===== config.mk =====
export PLATFORM = sky130hd
export DESIGN_NAME = ctb_ctrl
export DESIGN_NICKNAME = d
export VERILOG_FILES = /design/src/design/ctb_pkg.sv /design/src/design/ctb_ctrl.sv
export SDC_FILE = /design/constraint.sdc
export NUM_CORES = 1
export LEC_CHECK = 0
export BUFFER_PORTS_ARGS = -buffer_cell sky130_fd_sc_hd__buf_4
export CAP_MARGIN = 20
export CORE_AREA = 2 2 39 41
export CTS_CLUSTER_SIZE = 10
export DETAILED_ROUTE_END_ITERATION = 10
export DIE_AREA = 0 0 41 43
export GPL_TIMING_DRIVEN = 0
export PLACE_DENSITY = 0.3
export REMOVE_ABC_BUFFERS = 1
export SYNTH_ARGS = -nofsm -noshare
export SYNTH_HDL_FRONTEND = slang
export SYNTH_SLANG_ARGS = --single-unit

===== constraint.sdc =====
create_clock -name clk -period 1.2 [get_ports clk]
set_clock_uncertainty 0.1 [all_clocks]
set_input_delay 0.24 -clock clk [delete_from_list [all_inputs] [get_ports clk]]
set_output_delay 0.24 -clock clk [all_outputs]
set_load 0.03 [all_outputs]

===== src/design/ctb_pkg.sv =====
package ctb_pkg;

  localparam int MAX_NODES = 1024;
  localparam int ADDR_W    = $clog2(MAX_NODES);
  localparam int CNT_W     = ADDR_W + 1;
  localparam int KEY_W     = 32;
  localparam int IDX_W     = 10;
  localparam int OUT_W     = 48;

  typedef enum logic [1:0] {
    S_IDLE,
    S_EVAL,
    S_LOAD
  } state_t;

  // controller to datapath
  typedef struct packed {
    logic capture;
    logic pop;
    logic load;
    logic finish;
  } cmd_t;

  // datapath to controller
  typedef struct packed {
    logic do_pop;
    logic out_free;
  } status_t;

endpackage


===== src/design/ctb_ctrl.sv =====
module ctb_ctrl (
  input  logic             clk,
  input  logic             rst,
  input  logic             in_valid,
  output logic             in_ready,
  input  ctb_pkg::status_t status,
  output ctb_pkg::cmd_t    cmd
);
  import ctb_pkg::*;

  state_t state;
  state_t state_next;

  always_ff @(posedge clk) begin
    if (rst) begin
      state <= S_IDLE;
    end else begin
      state <= state_next;
    end
  end

  always_comb begin
    state_next = state;
    unique case (state)
      S_IDLE: begin
        if (in_valid) state_next = S_EVAL;
      end
      S_EVAL: begin
        if (status.do_pop) state_next = S_LOAD;
        else if (status.out_free) state_next = S_IDLE;
      end
      S_LOAD: begin
        state_next = S_EVAL;
      end
      default: begin
        state_next = S_IDLE;
      end
    endcase
  end

  always_comb begin
    in_ready    = 1'b0;
    cmd.capture = 1'b0;
    cmd.pop     = 1'b0;
    cmd.load    = 1'b0;
    cmd.finish  = 1'b0;
    unique case (state)
      S_IDLE: begin
        in_ready    = 1'b1;
        cmd.capture = in_valid;
      end
      S_EVAL: begin
        cmd.pop    = status.do_pop;
        cmd.finish = !status.do_pop && status.out_free;
      end
      S_LOAD: begin
        cmd.load = 1'b1;
      end
      default: begin
        in_ready = 1'b0;
      end
    endcase
  end

  // a pop or a finish only happens while an item is being evaluated
  assert property (@(posedge clk) disable iff (rst)
    (cmd.pop || cmd.finish) |-> state == S_EVAL)
    else $error("evaluation step without a captured item");

  // a load always follows the pop that fetched the new top
  assert property (@(posedge clk) disable iff (rst)
    cmd.pop |=> cmd.load)
    else $error("pop not followed by a top load");

  assert property (@(posedge clk) disable iff (rst)
    !(cmd.pop && cmd.finish))
    else $error("pop and finish in the same cycle");

endmodule


==> flow_metrics.py <==
metrics = {
    "floorplanning": {
        "die_w_um": 41,
        "ios": 10,
        "fp-row-count": 14,
        "fp.coreArea_um2": 1380,
        "die_h_um": 43,
        "initial_core_util": 0.0832,
        "die_area_um2": 1760,
    },
    "layout": {
        "syn2layout_area_growth_pct": 125,
        "largest-register": "state",
        "largest_reg_flops": 2,
        "multi_input_comb_area_um2": 77.6,
        "diodes": 0,
        "fill_cells": 151,
        "layout.nets": 32,
        "seq_area_um2": 45.0,
        "finalInstanceArea_um2": 259,
        "layout-drive-gt1-share": 0.840,
        "top_regs": "state x2",
    },
    "logic_synthesis": {
        "synth_edf_count": 0,
        "synth.top_cells.by_count": "dfxtp_1 (2), nor2b_1 (2)",
        "seq_area_frac_synth": 0.348,
        "synthArstFlopShare": 0,
        "netlist_instances": 12,
        "synth_top_area_frac": 0.348,
        "synth.avg_cell_area_um2": 9.59,
        "yosysTopAreaCell": "dfxtp_1",
        "ys_seq_elements": 2,
        "synth_area_leaders": "dfxtp_1 (35%), and4bb_2 (11%), nor2b_1 (11%)",
        "syn_area_um2": 115,
        "synth_ff_type": "dfxtp_1",
        "ys_types": 10,
        "synth_warnings": 0,
    },
    "sta": {
        "rsz0062_at_grt": "yes",
        "whs_ns": 0.0758,
        "maxSlewViolCount": 0,
        "setup_violations": 5,
        "fmax_mhz": 765,
        "setup_tns_ns": -0.297,
        "relSlewSlack": 0.903,
        "min_period_ns": 1.31,
        "hold_viol_final": 0,
        "fin_ws_ns": -0.107,
        "fin_crit_sh": 1.09,
        "worst_pin_slew_ns": 0.145,
    },
    "global_route": {
        "overflow": 0,
        "antenna_found_initial": 0,
        "grt_first_pass_wirelength_um": 524,
        "grt_usage": 0.0561,
        "grt_pass1_vias": 133,
        "grt_max_degree": 7,
    },
    "clocking": {
        "cts_sinks": 2,
        "cts_buffer_depth": 2,
        "cts_tree": "done",
        "clk-insertion-delay-late_ns": 0.22,
        "htreeDepth": 1,
        "cts_buffers": 3,
        "cts.clk_slew.worst_paths_ns": 0.03,
        "cts_hold_buf": 0,
        "cts-root-buf": "clkbuf_4",
    },
    "setup_path": {
        "crit_path_end_kind": "output pin",
        "start_kind": "flop",
        "required_ns": 0.86,
        "cp.arrival_ns": 0.97,
        "crit_type": "flop to output pin",
        "cp_max_fo": 5,
    },
    "drt": {
        "drc": 0,
        "dr.pass1.iters": 2,
        "drt_wl_total_um": 345,
        "wl_per_cell_um": 8.41,
        "routed_via_density": 3.27,
        "drt_iter0_drc": 2,
        "vias": 134,
        "ant_nets": 0,
    },
    "placement": {
        "place_congestion": 0.511,
        "port_buffers": 9,
        "pre_cts_ws_ns": 0.0542,
        "placed_area_um2": 195,
    },
    "status": {
        "violations": "negative setup slack",
        "status": "finished, violations left",
    },
    "power_and_ir_drop": {
        "powerDensity_nw_per_um2": 1140,
        "p_leak_nw": 0.117,
        "ir_worst_vdd_uv": 196,
    },
    "min_path": {
        "hp-class": "input pin to flop",
    },
    "run": {
        "cap_violations": 0,
    },
}
==> repair_timing <==
| action | CTS | global route |
|---|---|---|
| buffers inserted | 2 | 0 |
| endpoints found under the setup margin | 5 | 6 |
| pin swaps | 0 | 3 |
| gates resized for setup | 5 | 4 |
==> cell families after synthesis <==
kind of cell	after synthesis	synth area share
AO/OA/AOI/OAI	2	0.109
buffers and inverters	1	0.0652
flip-flops	2	0.348
AND/OR/NAND/NOR	7	0.478
==> power by group <==
group,internal (mW),switching [mW],total (mW)
Clock,0.110,0.0382,0.148
Sequential,0.0705,0.00460,0.0751
Combinational,0.0371,0.0342,0.0713
Total,0.218,0.0769,0.295
==> final cells by class <==
cell class                      instances  share of cell area
Timing Repair Buffer                   11               0.362
Multi-Input combinational cell          9               0.300
Sequential cell                         2               0.174
Clock buffer                            3              0.0870
Tap cell                               16              0.0773
==> through the flow <==
stage	power (mW)	std cells	utilization
floorplan	0.107	11	-
global placement	0.136	36	0.141
detailed placement	0.135	36	0.141
CTS	0.305	41	0.178
global route	0.330	41	0.187
finish	0.295	41	0.187
==> cells in the final DEF (no fill, tap or decap) <==
cell and instances:
and4bb_2 1, buf_4 8, and2_1 1, and3b_2 1
nor2_2 1, clkbuf_4 3, a21oi_2 1, o21bai_1 1
dfxtp_2 1, buf_6 3, dfxtp_4 1, nor2b_1 2
or4b_4 1
==> final timing paths <==
path         startpoint       end  slack (ns)  cells after the start
min reg2reg    state[0]  state[0]        0.47                      2
min                 rst  state[0]        0.08                      2
max            state[1]    cmd[0]       -0.11                      2
max reg2reg    state[1]  state[0]       -0.05                      3
==> worst max-delay path, stage by stage, from the launching register on <==
cell,delay (ns)
dfxtp_2,0.33
and4bb_2,0.29
buf_6,0.13
==> metal layers <==
| metal | GRT usage | share of wire |
|---|---|---|
| met2 | 0.0656 | 0.43 |
| met1 | 0.0351 | 0.35 |
| met5 | 0 | 0 |
| met4 | 0.0800 | 0 |
| met3 | 0.0628 | 0.22 |
(Power assumes the default switching activity.)
